$ cat config.mk
export PLATFORM = sky130hd
export DESIGN_NAME = ordered_list_insert_delete
export DESIGN_NICKNAME = d
export VERILOG_FILES = /design/src/rtl/olid_pkg.sv /design/src/rtl/ordered_list_insert_delete.sv /design/src/rtl/olid_ram.sv /design/src/rtl/olid_ctrl.sv
export SDC_FILE = /design/constraint.sdc
export NUM_CORES = 1
export LEC_CHECK = 0
export BUFFER_PORTS_ARGS = -buffer_cell sky130_fd_sc_hd__buf_2
export CORE_MARGIN = 4
export CORE_UTILIZATION = 60
export DETAILED_ROUTE_END_ITERATION = 10
export PLACE_DENSITY = 0.88
export SYNTH_ARGS = -nofsm -noshare
export SYNTH_HDL_FRONTEND = slang
export SYNTH_SLANG_ARGS = --single-unit
$ cat constraint.sdc
create_clock -name clk_i -period 5.31 [get_ports clk_i]
set_input_delay 0 -clock clk_i [delete_from_list [all_inputs] [get_ports clk_i]]
set_output_delay 0 -clock clk_i [all_outputs]
set_load 0.005 [all_outputs]
$ cat src/rtl/olid_pkg.sv
// Shared types and codes for the ordered list insert/delete block.
// Used by olid_ctrl and ordered_list_insert_delete; depends on nothing.
package olid_pkg;

  localparam int unsigned MODE_W = 2;
  localparam int unsigned VAL_W  = 32;
  localparam int unsigned STAT_W = 2;
  localparam int unsigned LEN_W  = 5;

  // Operation codes carried by the mode field.
  localparam logic [MODE_W-1:0] MODE_INS_FRONT = 2'd0;
  localparam logic [MODE_W-1:0] MODE_INS_BACK  = 2'd1;
  localparam logic [MODE_W-1:0] MODE_DELETE    = 2'd2;

  // Status codes returned with every result.
  localparam logic [STAT_W-1:0] ST_OK       = 2'd0;
  localparam logic [STAT_W-1:0] ST_EMPTY    = 2'd1;
  localparam logic [STAT_W-1:0] ST_NOTFOUND = 2'd2;
  localparam logic [STAT_W-1:0] ST_FULL     = 2'd3;

  // One finished result handed from the controller to the output register.
  typedef struct packed {
    logic              valid;
    logic [STAT_W-1:0] status;
    logic [LEN_W-1:0]  length;
    logic [VAL_W-1:0]  front;
  } res_t;

endpackage

$ cat src/rtl/ordered_list_insert_delete.sv
// Ordered list of signed 32-bit values with insert front/back and delete-first-match.
// Inserts and refused operations: result registered in the cycle after the input beat,
// one item per cycle while the output is not stalled. Delete of a list of n entries scans
// up to the first match (all n entries when the value is absent), then closes the gap;
// the single read port of the entry memory reads one entry per cycle. Reset clears the
// count and head pointer; the entry memory is not cleared and entries are only read after being written.
module ordered_list_insert_delete #(
  parameter int unsigned CAPACITY = 16
) (
  input  logic                                clk_i,
  input  logic                                rst_ni,
  input  logic                                in_valid_i,
  output logic                                in_stall_o,
  input  logic [olid_pkg::MODE_W-1:0]         mode_i,
  input  logic signed [olid_pkg::VAL_W-1:0]   value_i,
  output logic                                out_valid_o,
  input  logic                                out_stall_i,
  output logic [olid_pkg::STAT_W-1:0]         status_o,
  output logic [olid_pkg::LEN_W-1:0]          length_o,
  output logic signed [olid_pkg::VAL_W-1:0]   front_value_o
);

  localparam int unsigned AW = $clog2(CAPACITY);

  olid_pkg::res_t               res;
  logic                         res_ready;
  logic                         mem_we;
  logic [AW-1:0]                mem_waddr;
  logic [olid_pkg::VAL_W-1:0]   mem_wdata;
  logic                         mem_re;
  logic [AW-1:0]                mem_raddr;
  logic [olid_pkg::VAL_W-1:0]   mem_rdata;

  logic                         out_valid_q;
  logic [olid_pkg::STAT_W-1:0]  status_q;
  logic [olid_pkg::LEN_W-1:0]   length_q;
  logic [olid_pkg::VAL_W-1:0]   front_q;

  // The output register may take a new result when it is empty or being drained.
  assign res_ready = !out_valid_q || !out_stall_i;

  olid_ctrl #(
    .CAPACITY (CAPACITY)
  ) u_ctrl (
    .clk_i       (clk_i),
    .rst_ni      (rst_ni),
    .in_valid_i  (in_valid_i),
    .in_stall_o  (in_stall_o),
    .mode_i      (mode_i),
    .value_i     (value_i),
    .res_ready_i (res_ready),
    .res_o       (res),
    .mem_we_o    (mem_we),
    .mem_waddr_o (mem_waddr),
    .mem_wdata_o (mem_wdata),
    .mem_re_o    (mem_re),
    .mem_raddr_o (mem_raddr),
    .mem_rdata_i (mem_rdata)
  );

  olid_ram #(
    .DEPTH (CAPACITY),
    .WIDTH (olid_pkg::VAL_W)
  ) u_ram (
    .clk_i   (clk_i),
    .we_i    (mem_we),
    .waddr_i (mem_waddr),
    .wdata_i (mem_wdata),
    .re_i    (mem_re),
    .raddr_i (mem_raddr),
    .rdata_o (mem_rdata)
  );

  always_ff @(posedge clk_i or negedge rst_ni) begin
    if (!rst_ni) begin
      out_valid_q <= 1'b0;
    end else if (res.valid) begin
      out_valid_q <= 1'b1;
    end else if (!out_stall_i) begin
      out_valid_q <= 1'b0;
    end
  end

  always_ff @(posedge clk_i) begin
    if (res.valid) begin
      status_q <= res.status;
      length_q <= res.length;
      front_q  <= res.front;
    end
  end

  assign out_valid_o   = out_valid_q;
  assign status_o      = status_q;
  assign length_o      = length_q;
  assign front_value_o = front_q;

endmodule

$ cat src/rtl/olid_ram.sv
// Entry memory of the ordered list: one write port, one read port, read data registered.
// Depends on nothing; instantiated by ordered_list_insert_delete.
module olid_ram #(
  parameter int unsigned DEPTH = 16,
  parameter int unsigned WIDTH = 32
) (
  input  logic                     clk_i,
  input  logic                     we_i,
  input  logic [$clog2(DEPTH)-1:0] waddr_i,
  input  logic [WIDTH-1:0]         wdata_i,
  input  logic                     re_i,
  input  logic [$clog2(DEPTH)-1:0] raddr_i,
  output logic [WIDTH-1:0]         rdata_o
);

  logic [WIDTH-1:0] mem_q [DEPTH];
  logic [WIDTH-1:0] rdata_q;

  always_ff @(posedge clk_i) begin
    if (we_i) begin
      mem_q[waddr_i] <= wdata_i;
    end
    if (re_i) begin
      rdata_q <= mem_q[raddr_i];
    end
  end

  assign rdata_o = rdata_q;

endmodule

$ cat src/rtl/olid_ctrl.sv
// Sequencer of the ordered list: circular head pointer, entry count, front copy,
// scan and gap-closing passes over the entry memory. Depends on olid_pkg.
module olid_ctrl #(
  parameter int unsigned CAPACITY = 16
) (
  input  logic                                clk_i,
  input  logic                                rst_ni,
  input  logic                                in_valid_i,
  output logic                                in_stall_o,
  input  logic [olid_pkg::MODE_W-1:0]         mode_i,
  input  logic [olid_pkg::VAL_W-1:0]          value_i,
  input  logic                                res_ready_i,
  output olid_pkg::res_t                      res_o,
  output logic                                mem_we_o,
  output logic [$clog2(CAPACITY)-1:0]         mem_waddr_o,
  output logic [olid_pkg::VAL_W-1:0]          mem_wdata_o,
  output logic                                mem_re_o,
  output logic [$clog2(CAPACITY)-1:0]         mem_raddr_o,
  input  logic [olid_pkg::VAL_W-1:0]          mem_rdata_i
);

  localparam int unsigned AW = $clog2(CAPACITY);
  localparam int unsigned CW = $clog2(CAPACITY + 1);
  localparam int unsigned LW = olid_pkg::LEN_W;

  localparam logic [1:0] S_IDLE  = 2'd0;
  localparam logic [1:0] S_SCAN  = 2'd1;
  localparam logic [1:0] S_SHIFT = 2'd2;

  logic [1:0]                   state_q, state_d;
  logic [AW-1:0]                head_q, head_d;
  logic [CW-1:0]                count_q, count_d;
  logic [olid_pkg::VAL_W-1:0]   front_q, front_d;
  logic [olid_pkg::VAL_W-1:0]   val_q, val_d;
  logic [CW-1:0]                idx_q, idx_d;
  logic [CW-1:0]                pidx_q, pidx_d;
  logic                         pend_q, pend_d;

  logic [AW-1:0]                head_m1;
  logic                         full;
  logic [CW-1:0]                last_idx;
  logic [LW+CW-1:0]             len_ext;

  // Logical position to memory address, wrapping around the ring.
  function automatic logic [AW-1:0] phys(input logic [AW-1:0] hd, input logic [CW-1:0] ix);
    logic [CW:0] sum;
    sum = (CW+1)'(hd) + (CW+1)'(ix);
    if (sum >= (CW+1)'(CAPACITY)) begin
      sum = sum - (CW+1)'(CAPACITY);
    end
    return sum[AW-1:0];
  endfunction

  assign head_m1  = (head_q == '0) ? AW'(CAPACITY - 1) : head_q - AW'(1);
  assign full     = (count_q == CW'(CAPACITY));
  assign last_idx = count_q - CW'(1);

  always_comb begin
    state_d     = state_q;
    head_d      = head_q;
    count_d     = count_q;
    front_d     = front_q;
    val_d       = val_q;
    idx_d       = idx_q;
    pidx_d      = pidx_q;
    pend_d      = pend_q;
    in_stall_o  = 1'b1;
    mem_we_o    = 1'b0;
    mem_waddr_o = head_q;
    mem_wdata_o = value_i;
    mem_re_o    = 1'b0;
    mem_raddr_o = head_q;
    res_o.valid  = 1'b0;
    res_o.status = olid_pkg::ST_OK;

    case (state_q)
      S_IDLE: begin
        in_stall_o = !res_ready_i;
        if (in_valid_i && res_ready_i) begin
          case (mode_i)
            olid_pkg::MODE_INS_FRONT: begin
              res_o.valid = 1'b1;
              if (full) begin
                res_o.status = olid_pkg::ST_FULL;
              end else begin
                head_d      = head_m1;
                mem_we_o    = 1'b1;
                mem_waddr_o = head_m1;
                front_d     = value_i;
                count_d     = count_q + CW'(1);
              end
            end
            olid_pkg::MODE_INS_BACK: begin
              res_o.valid = 1'b1;
              if (full) begin
                res_o.status = olid_pkg::ST_FULL;
              end else begin
                mem_we_o    = 1'b1;
                mem_waddr_o = phys(head_q, count_q);
                if (count_q == '0) begin
                  front_d = value_i;
                end
                count_d = count_q + CW'(1);
              end
            end
            olid_pkg::MODE_DELETE: begin
              if (count_q == '0) begin
                res_o.valid  = 1'b1;
                res_o.status = olid_pkg::ST_EMPTY;
              end else begin
                // Start the scan with a read of the front entry.
                val_d       = value_i;
                mem_re_o    = 1'b1;
                mem_raddr_o = head_q;
                pend_d      = 1'b1;
                pidx_d      = '0;
                idx_d       = CW'(1);
                state_d     = S_SCAN;
              end
            end
            default: begin
              res_o.valid = 1'b1;
            end
          endcase
        end
      end
      S_SCAN: begin
        if (pend_q && mem_rdata_i == val_q) begin
          if (pidx_q == last_idx) begin
            // The match is the last entry: nothing moves.
            count_d     = last_idx;
            pend_d      = 1'b0;
            res_o.valid = 1'b1;
            state_d     = S_IDLE;
          end else begin
            mem_re_o    = 1'b1;
            mem_raddr_o = phys(head_q, pidx_q + CW'(1));
            pend_d      = 1'b1;
            pidx_d      = pidx_q + CW'(1);
            idx_d       = pidx_q + CW'(2);
            state_d     = S_SHIFT;
          end
        end else if (pend_q && pidx_q == last_idx) begin
          pend_d       = 1'b0;
          res_o.valid  = 1'b1;
          res_o.status = olid_pkg::ST_NOTFOUND;
          state_d      = S_IDLE;
        end else if (idx_q < count_q) begin
          mem_re_o    = 1'b1;
          mem_raddr_o = phys(head_q, idx_q);
          pend_d      = 1'b1;
          pidx_d      = idx_q;
          idx_d       = idx_q + CW'(1);
        end else begin
          pend_d = 1'b0;
        end
      end
      S_SHIFT: begin
        // Each beat of read data moves one entry a place toward the front.
        mem_we_o    = pend_q;
        mem_waddr_o = phys(head_q, pidx_q - CW'(1));
        mem_wdata_o = mem_rdata_i;
        if (pend_q && pidx_q == CW'(1)) begin
          front_d = mem_rdata_i;
        end
        if (idx_q < count_q) begin
          mem_re_o    = 1'b1;
          mem_raddr_o = phys(head_q, idx_q);
          pend_d      = 1'b1;
          pidx_d      = idx_q;
          idx_d       = idx_q + CW'(1);
        end else begin
          pend_d      = 1'b0;
          count_d     = last_idx;
          res_o.valid = 1'b1;
          state_d     = S_IDLE;
        end
      end
      default: begin
        state_d = S_IDLE;
        pend_d  = 1'b0;
      end
    endcase

    len_ext      = {{LW{1'b0}}, count_d};
    res_o.length = len_ext[LW-1:0];
    res_o.front  = (count_d == '0) ? '0 : front_d;
  end

  always_ff @(posedge clk_i or negedge rst_ni) begin
    if (!rst_ni) begin
      state_q <= S_IDLE;
      head_q  <= '0;
      count_q <= '0;
      pend_q  <= 1'b0;
    end else begin
      state_q <= state_d;
      head_q  <= head_d;
      count_q <= count_d;
      pend_q  <= pend_d;
    end
  end

  always_ff @(posedge clk_i) begin
    front_q <= front_d;
    val_q   <= val_d;
    idx_q   <= idx_d;
    pidx_q  <= pidx_d;
  end

  a_count_bound: assert property (@(posedge clk_i) disable iff (!rst_ni)
    count_q <= CW'(CAPACITY))
    else $error("entry count exceeds capacity");

  a_head_bound: assert property (@(posedge clk_i) disable iff (!rst_ni)
    {1'b0, head_q} < (AW+1)'(CAPACITY))
    else $error("head pointer outside the ring");

  a_accept_idle: assert property (@(posedge clk_i) disable iff (!rst_ni)
    in_valid_i && !in_stall_o |-> state_q == S_IDLE)
    else $error("input beat taken while a delete is in progress");

  a_res_room: assert property (@(posedge clk_i) disable iff (!rst_ni)
    res_o.valid |-> res_ready_i)
    else $error("result produced while the output register is occupied");

  a_delete_shrinks: assert property (@(posedge clk_i) disable iff (!rst_ni)
    state_q != S_IDLE && res_o.valid && res_o.status == olid_pkg::ST_OK
    |=> count_q == $past(count_q) - CW'(1))
    else $error("successful delete did not remove exactly one entry");

endmodule
==> flow_summary.ini, run 1 <==
[status]
status = complete, no violations

[timing]
period_share_pct = 91.1
clock.fmax_ghz = 0.207
finalSetupViolCount = 0
slew_headroom_pct = 10.3
min_period_ns = 4.84
clock_skew_ns = 0.0440
slew_violations = 0
worst_hold_slack_ns = 0.0482
hold_viol = 0
worst_slew_pin_slew_ns = 1.35
rsz0062_at_grt = no
finalSetupTns_ns = 0

[power_and_ir_drop]
power.switching_mw = 7.89
power_mw = 20.0
power_frac_comb_pct = 42.1
seqPwrFrac_pct = 36.5
max-vdd-ir-drop_mv = 0.651
powerDensity_nw_per_um2 = 610
internal-power_mw = 12.1
power.share.clock_pct = 21.4
power_leakage_nw = 11.0
switching_share_pct = 39.5

[die]
fp.dieW_um = 229
core_um2 = 47900
io_pins = 79
start_util_pct = 60.9
dieArea_um2 = 52300
rows = 80
die_h_um = 229

[global_route]
antenna_found_initial = 0
use_met2_pct = 49.4
grt_start_max_net_pins = 129
grtUsageMet3_pct = 6.97
gr-usage-all-layers_pct = 30.2
grt-busiest-layer = met2
grt_pass1_vias = 19500
grt_first_pass_wirelength_um = 121000
use_met1_pct = 39.4
overflow = 0

[placed_design]
io_buffers = 78
dp.cells = 2582
gp_congestion = 0.885
post-dp-hpwl_um = 45800
placedInstanceArea_um2 = 30400

[detailed_routing]
first_pass_iters = 7
viasPerCell = 7.22
post_drt_wl_per_cell_um = 29.6
drtIter0Drc = 3381
route.detailed.drc = 0
vias = 19700
postRouteAntennaNets = 0
wl_um = 80800

[synthesis]
seq_area_frac_synth_pct = 67.5
synth-edff-count = 625
synth_warnings = 0
netlist_instances = 1976
syn-num-nets = 2047
ys.flop_type = edfxtp_1
synth_cell_types = 77
synth_seq_cells = 670
async_flop_share_pct = 1.94
syn-cell-area_um2 = 29200
avgSynthCellArea_um2 = 14.8

[layout]
final_cell_mix = edfxtp_1, o211ai_1, a21oi_1, nand2_1, inv_1
final_common_cell = edfxtp_1
fin_nets = 2138
area_growth_syn_to_layout_pct = 12.2
fin_area_um2 = 32800
layout-drive-gt1-share_pct = 17.2
fillers = 2764
fin_cells = 2733

[clocking]
ctsResizeCount = 0
cts_buffers = 60
clkTransAtPathRegs_ns = 0.06
cts_tree = yes
postCtsSetupBuffers = 0
h-tree-depth = 2
hold_buffers = 37
cts_root_buf = clkbuf_16
cts_sinks = 670
clk_latency_ns = 0.65
clockBufferDepth = 3

[min_path]
holdCritPathClass = input port to register

[critical_path]
worstPathArrival_ns = 5.15
cp_max_fo = 19
start_kind = register
required_ns = 5.62
worst-setup-path-type = register to register
end_kind = register

[job]
max-cap-violations = 0
==> kinds of logic (layout without fill, tap and decap cells) <==
logic type	after synthesis	in the layout	synth area share [%]
AOI/OAI and AO/OA	498	498	12.3
other	0	2	0
xor gates and xnor gates	59	59	1.77
and+or+nand+nor	286	286	4.70
buffers and inverters	227	367	3.40
adders and majority gates	33	33	1.52
DFF	670	670	67.5
muxes	203	203	8.74
==> area by class of cell <==
type | instances | area, um^2 | share of cell area [%]
multi-input cells | 1079 | 8730 | 26.6
repair buffers | 165 | 1260 | 3.85
well taps | 615 | 769 | 2.35
diodes | 2 | 5.00 | 0.0153
clock inverters | 38 | 355 | 1.08
inverters | 91 | 342 | 1.04
flip-flops and latches | 670 | 19700 | 60.2
clock buffers | 73 | 1570 | 4.80
==> final timing paths <==
path | slack [ns] | cells past startpoint | to | from
setup / recovery | 0.47 | 11 | u_ram.mem_q[11][21]$_DFFE_PP_ | u_ctrl.count_q[1]$_DFF_PN0_
hold / removal | 0.05 | 4 | status_o[0]$_DFFE_PP_ | in_valid_i
setup reg to reg | 0.47 | 11 | u_ram.mem_q[11][21]$_DFFE_PP_ | u_ctrl.count_q[1]$_DFF_PN0_
hold reg to reg | 0.52 | 1 | out_valid_o$_DFFE_PN0P_ | out_valid_o$_DFFE_PN0P_
max in group asynchronous | 4.33 | 3 | u_ctrl.state_q[0]$_DFFE_PN0P_ | rst_ni
min in group asynchronous | 0.52 | 3 | u_ctrl.head_q[0]$_DFFE_PN0P_ | rst_ni
==> cells in the mapped netlist (38+ instances only) <==
cell type  count  area, um^2
o211ai_1     193        1450
mux2_2        76         856
nand2_1      102         383
nor2_1        78         293
inv_1         91         342
clkbuf_1      76         285
o21ai_0       47         235
edfxtp_1     625       18800
nand4_1       40         250
o22a_1        38         333
mux2i_1       75         751
xor2_1        40         350
a21oi_1      113         566
==> power groups by stage <==
stage / logic [mW] / registers (mW) / clock network (mW)
2_1_floorplan: 5.92 / 7.06 / 0
3_3_place_gp: 7.61 / 7.28 / 0
3_5_place_dp: 7.95 / 7.32 / 0
4_1_cts: 8.15 / 7.23 / 4.26
5_1_grt: 8.85 / 7.31 / 4.52
6_report: 8.42 / 7.28 / 4.27
==> registers in the layout (all words and copies together), names as in the netlist <==
register / cells
u_ram.mem_q: 512
front_value_o: 32
u_ctrl.front_q: 32
u_ctrl.val_q: 32
u_ram.rdata_o: 32
length_o: 5
u_ctrl.count_q: 5
u_ctrl.idx_q: 5
u_ctrl.pidx_q: 5
u_ctrl.head_q: 4
status_o: 2
u_ctrl.state_q: 2
out_valid_o: 1
u_ctrl.pend_q: 1
==> metal layers <==
layer	vias to the layer above	wire (um)	part of all wire, %
met2	1973	38500	48
li1	7937	-	-
met4	0	4070	5.0
met5	-	0	0
met3	364	11100	14
met1	9454	27200	34
==> through the flow <==
stage	util, %	setup slack (ns)
6_report	68.3	0.472
2_1_floorplan	-	0.846
5_1_grt	68.3	0.321
3_3_place_gp	63.5	0.776
3_5_place_dp	63.5	0.643
4_1_cts	68.3	0.632
==> worst max-delay path, stage by stage, from the launching register on <==
cell	delay, ns
dfrtp_1	0.48
inv_1	0.16
ha_1	0.34
or3b_2	0.58
nor2_1	0.49
nor2_1	0.14
mux2i_1	0.15
a221oi_1	0.69
a221o_1	0.30
nand2_1	0.27
nor2_4	0.64
buf_12	0.28
No activity file was read; power rests on OpenSTA's default activity.
==> inputs of run 2 (changes only) <==
Settings changed: CORE_UTILIZATION 60 to 45, PLACE_DENSITY 0.88 to 0.72.
==> flow_summary.ini, run 2 (synthesis results as in run 1) <==
[critical_path]
crit_path_top_delay_cell = nor2_4
worstPathArrival_ns = 4.87
crit_chain = inv_1, ha_1, or3b_2, nor2_1, nor3_1, a211oi_1, a221oi_1, a21oi_1, nand2_1, nor2_4, buf_12
crit_start = u_ctrl.count_q[1]$_DFF_PN0_
reg2reg_depth = 11
cp_max_fo = 17
worst-setup-path-type = register to register
r2r_start = u_ctrl.count_q[1]$_DFF_PN0_
ff2ff_setup_slack_ns = 0.74
slowest_delay_ns = 0.69
reg2reg_to = u_ram.mem_q[11][24]$_DFFE_PP_
required_ns = 5.61
end_kind = register
start_kind = register

[clocking]
clkTransAtPathRegs_ns = 0.07
postCtsSetupBuffers = 0
cts_sinks = 670
cts_tree = yes
clk_latency_ns = 0.61
h-tree-depth = 3
cts_buffers = 66
cts_root_buf = clkbuf_16
clockBufferDepth = 3

[die]
core_um2 = 64300
io_pins = 79
start_util_pct = 45.4
rows = 93
fp.dieW_um = 263
dieArea_um2 = 69100
die_h_um = 263

[timing]
slew_headroom_pct = 5.23
clock_skew_ns = 0.0239
min_period_ns = 4.57
hold_viol = 0
worst_slew_pin_slew_ns = 1.42
finalSetupViolCount = 0
rsz0062_at_grt = no
period_share_pct = 86.1
finalSetupTns_ns = 0
clock.fmax_ghz = 0.219
slew_violations = 0

[global_route]
overflow = 0
grt_first_pass_wirelength_um = 115000
grt_pass1_vias = 18000
gr-usage-all-layers_pct = 21.6
antenna_found_initial = 0
grt_start_max_net_pins = 129

[layout]
diodes = 0
regMostFlops = u_ram.mem_q
utilization_pct = 51.7
largest_reg_flops = 512
area_growth_syn_to_layout_pct = 13.9
fin_nets = 2145
final_cell_mix = edfxtp_1, o211ai_1, a21oi_1, nand2_1, inv_1
final_common_cell = edfxtp_1
layout-drive-gt1-share_pct = 17.9

[detailed_routing]
vias = 18300
viasPerCell = 6.16
route.detailed.drc = 0
first_pass_iters = 6
drtIter0Drc = 2281
wl_um = 76600
postRouteAntennaNets = 0
post_drt_wl_per_cell_um = 25.7

[status]
status = complete, no violations

[power_and_ir_drop]
power_frac_comb_pct = 41.1
power.switching_mw = 7.67
power.share.clock_pct = 22.9
power_mw = 20.0
power_leakage_nw = 11.1
internal-power_mw = 12.3
seqPwrFrac_pct = 36.1
max-vdd-ir-drop_mv = 0.712
switching_share_pct = 38.4
powerDensity_nw_per_um2 = 601

[placed_design]
gp_congestion = 0.902
post-dp-hpwl_um = 46000
io_buffers = 78

[min_path]
holdPathEnd = u_ctrl.head_q[3]$_DFFE_PN0P_
hp-start = mode_i[0]
holdCritPathClass = input port to register
hold_depth = 3

[job]
max-cap-violations = 0
-- run 2: cell count changes in the layout (fill, tap and decap cells not counted), sizes merged --
cell,change
clkinv,-9
diode,-2
clkbuf,+14
bufinv,-1
buf,+2
inv,+2
dlygate4sd3,-1
clkinvlp,+2
-- run 2: area by class of cell --
cell class	instances	area [um^2]
Inverter	91	342
Sequential cell	670	19700
Fill cell	5071	31100
Timing Repair Buffer	166	1270
Clock buffer	87	1790
Tap cell	855	1070
Multi-Input combinational cell	1079	8740
Clock inverter	32	330
-- run 2: power by group through the flow --
stage	combinational [mW]	clock [mW]	sequential, mW
2_1_floorplan	5.92	0	7.06
3_3_place_gp	7.91	0	7.27
3_5_place_dp	8.06	0	7.29
4_1_cts	8.13	4.64	7.19
5_1_grt	8.80	4.85	7.25
6_report	8.21	4.58	7.21
-- run 2: worst max-delay path by stage --
stage / to / slack (ns) / cells after the start
2_1_floorplan: u_ram.mem_q[12][0]$_DFFE_PP_ / 0.85 / 13
3_3_place_gp: u_ram.rdata_o[3]$_DFFE_PP_ / 0.87 / 13
3_5_place_dp: u_ram.mem_q[11][30]$_DFFE_PP_ / 0.80 / 11
4_1_cts: u_ram.mem_q[11][30]$_DFFE_PP_ / 0.76 / 11
5_1_grt: u_ram.mem_q[11][30]$_DFFE_PP_ / 0.46 / 11
6_report: u_ram.mem_q[11][24]$_DFFE_PP_ / 0.74 / 11
-- run 2: timing repair --
action                                 4_1_cts  5_1_grt
endpoints found under the hold margin       65        0
gates resized for setup                      0        0
hold buffers                                36        0
-- run 2: layer usage --
metal	vias to the layer above	global-route usage (%)	routed length (um)
met3	142	3.81	6620
li1	7960	-	-
met2	1026	35.7	37200
met1	9220	29.0	30500
met4	0	7.29	2210
met5	-	0	0
-- run 2: through the flow --
stage | std cells | hold WS [ns] | instance area (um^2) | worst slack, ns
global route | 2980 | 0.0769 | 33300 | 0.457
global placement | 2825 | -0.0611 | 30800 | 0.875
detailed placement | 2825 | -0.0593 | 30800 | 0.795
floorplan | 1976 | -0.296 | 29200 | 0.846
finish | 2980 | 0.0504 | 33300 | 0.739
CTS | 2980 | 0.0188 | 33300 | 0.763
-- run 2: critical path: cells and delay by family (launching register included) --
| kind | cells | cell delay, ns |
|---|---|---|
| buffers and inverters | 2 | 0.40 |
| AND/OR/NAND/NOR | 5 | 2.25 |
| flip-flops | 1 | 0.47 |
| AO/OA/AOI/OAI | 3 | 0.82 |
| adder cells (fa/ha/maj) | 1 | 0.31 |
==> inputs of run 3 (changes only) <==
Settings changed: CORE_UTILIZATION 45 to 35, PLACE_DENSITY 0.72 to 0.61.
==> flow_summary.ini, run 3 (synthesis results as in run 1) <==
[status]
status = complete, no violations

[power_and_ir_drop]
power_leakage_nw = 11.2
max-vdd-ir-drop_mv = 0.525
powerDensity_nw_per_um2 = 602

[global_route]
overflow = 0
grt_first_pass_wirelength_um = 118000
antenna_found_initial = 2
grt_pass1_vias = 18200
gr-usage-all-layers_pct = 17.3
grt_start_max_net_pins = 65

[critical_path]
reg2reg_depth = 11
cp_max_fo = 19
worstPathArrival_ns = 4.89
ff2ff_setup_slack_ns = 0.72
end_kind = register
start_kind = register
required_ns = 5.61
worst-setup-path-type = register to register

[placed_design]
gp_congestion = 0.846
placedInstanceArea_um2 = 31200
post-dp-hpwl_um = 48700
io_buffers = 78

[clocking]
clockBufferDepth = 3
clkTransAtPathRegs_ns = 0.07
hold_buffers = 38
h-tree-depth = 3
clk_latency_ns = 0.62
cts_buffers = 69
ctsResizeCount = 0
postCtsSetupBuffers = 0
cts_root_buf = clkbuf_16
cts_tree = yes
cts_sinks = 670

[layout]
regMostFlops = u_ram.mem_q
final_cell_mix = edfxtp_1, o211ai_1, a21oi_1, nand2_1, inv_1
fin_area_um2 = 33600
fin_nets = 2164
area_growth_syn_to_layout_pct = 15.2
final_common_cell = edfxtp_1
fillers = 7423
layout-drive-gt1-share_pct = 18.2
largest_reg_flops = 512

[die]
rows = 105
fp.dieW_um = 297
core_um2 = 82400
die_h_um = 297
dieArea_um2 = 88200
io_pins = 79
start_util_pct = 35.5

[timing]
hold_viol = 0
min_period_ns = 4.59
slew_headroom_pct = 11.2
clock_skew_ns = 0.0281
clock.fmax_ghz = 0.218
rsz0062_at_grt = no
worst_slew_pin_slew_ns = 1.33
finalSetupViolCount = 0
worst_hold_slack_ns = 0.155
slew_violations = 0
finalSetupTns_ns = 0
period_share_pct = 86.5

[job]
max-cap-violations = 0

[detailed_routing]
route.detailed.drc = 0
drtIter0Drc = 1740
vias = 18200
wl_um = 78300
postRouteAntennaNets = 0
post_drt_wl_per_cell_um = 24.3
first_pass_iters = 5
viasPerCell = 5.66

[min_path]
holdCritPathClass = input port to register
hold_depth = 3
[run 3: path summary, 6_finish.rpt]
check                                                to                   startpoint
max                        u_ram.mem_q[14][6]$_DFFE_PP_  u_ctrl.count_q[1]$_DFF_PN0_
min                             out_valid_o$_DFFE_PN0P_                  out_stall_i
max reg2reg                u_ram.mem_q[14][6]$_DFFE_PP_  u_ctrl.count_q[1]$_DFF_PN0_
min reg2reg                     out_valid_o$_DFFE_PN0P_      out_valid_o$_DFFE_PN0P_
max in group asynchronous  u_ctrl.head_q[1]$_DFFE_PN0P_                       rst_ni
min in group asynchronous   u_ctrl.count_q[3]$_DFF_PN0_                       rst_ni
[run 3: final cells by class]
type / count / area [um^2] / area share, %
diodes: 1 / 2.50 / 0.00744
clock buffers: 83 / 1800 / 5.35
clock inverters: 40 / 284 / 0.844
inverters: 91 / 342 / 1.02
multi-input cells: 1079 / 8740 / 26.0
flip-flops and latches: 670 / 19700 / 58.7
well taps: 1070 / 1340 / 3.98
repair buffers: 182 / 1400 / 4.17
[run 3: power by group]
| part | internal [mW] | switching, mW | total (mW) | leakage [nW] |
|---|---|---|---|---|
| sequential | 6.65 | 0.586 | 7.23 | 6.10 |
| clock | 2.49 | 2.04 | 4.53 | 1.01 |
| combinational | 3.24 | 5.23 | 8.47 | 4.09 |
[run 3: worst max-delay path, stage by stage, from the launching register on]
cell,delay [ns]
dfrtp_1,0.47
inv_1,0.14
ha_1,0.33
or3b_2,0.58
nor2_1,0.48
nor2_1,0.15
mux2i_1,0.15
a221oi_1,0.53
a221o_1,0.27
nand2_1,0.24
nor2_4,0.60
buf_12,0.27
[run 3: through the flow]
stage | instances | power (mW) | setup WS (ns) | utilization [%]
floorplan | 1976 | 13.0 | 0.846 | -
global route | 3215 | 21.3 | 0.373 | 40.8
CTS | 3215 | 20.3 | 0.770 | 40.8
detailed placement | 3054 | 15.7 | 0.807 | 37.8
global placement | 3054 | 15.6 | 0.869 | 37.8
finish | 3216 | 20.2 | 0.719 | 40.8
[run 3: layer usage]
layer  vias up  share of wire, %  GRT usage [%]
li1       7998                 -              -
met1      9347                43           23.5
met2       714                48           28.6
met5         -                 0              0
met3       128               6.6           2.65
met4         0               2.8           5.60
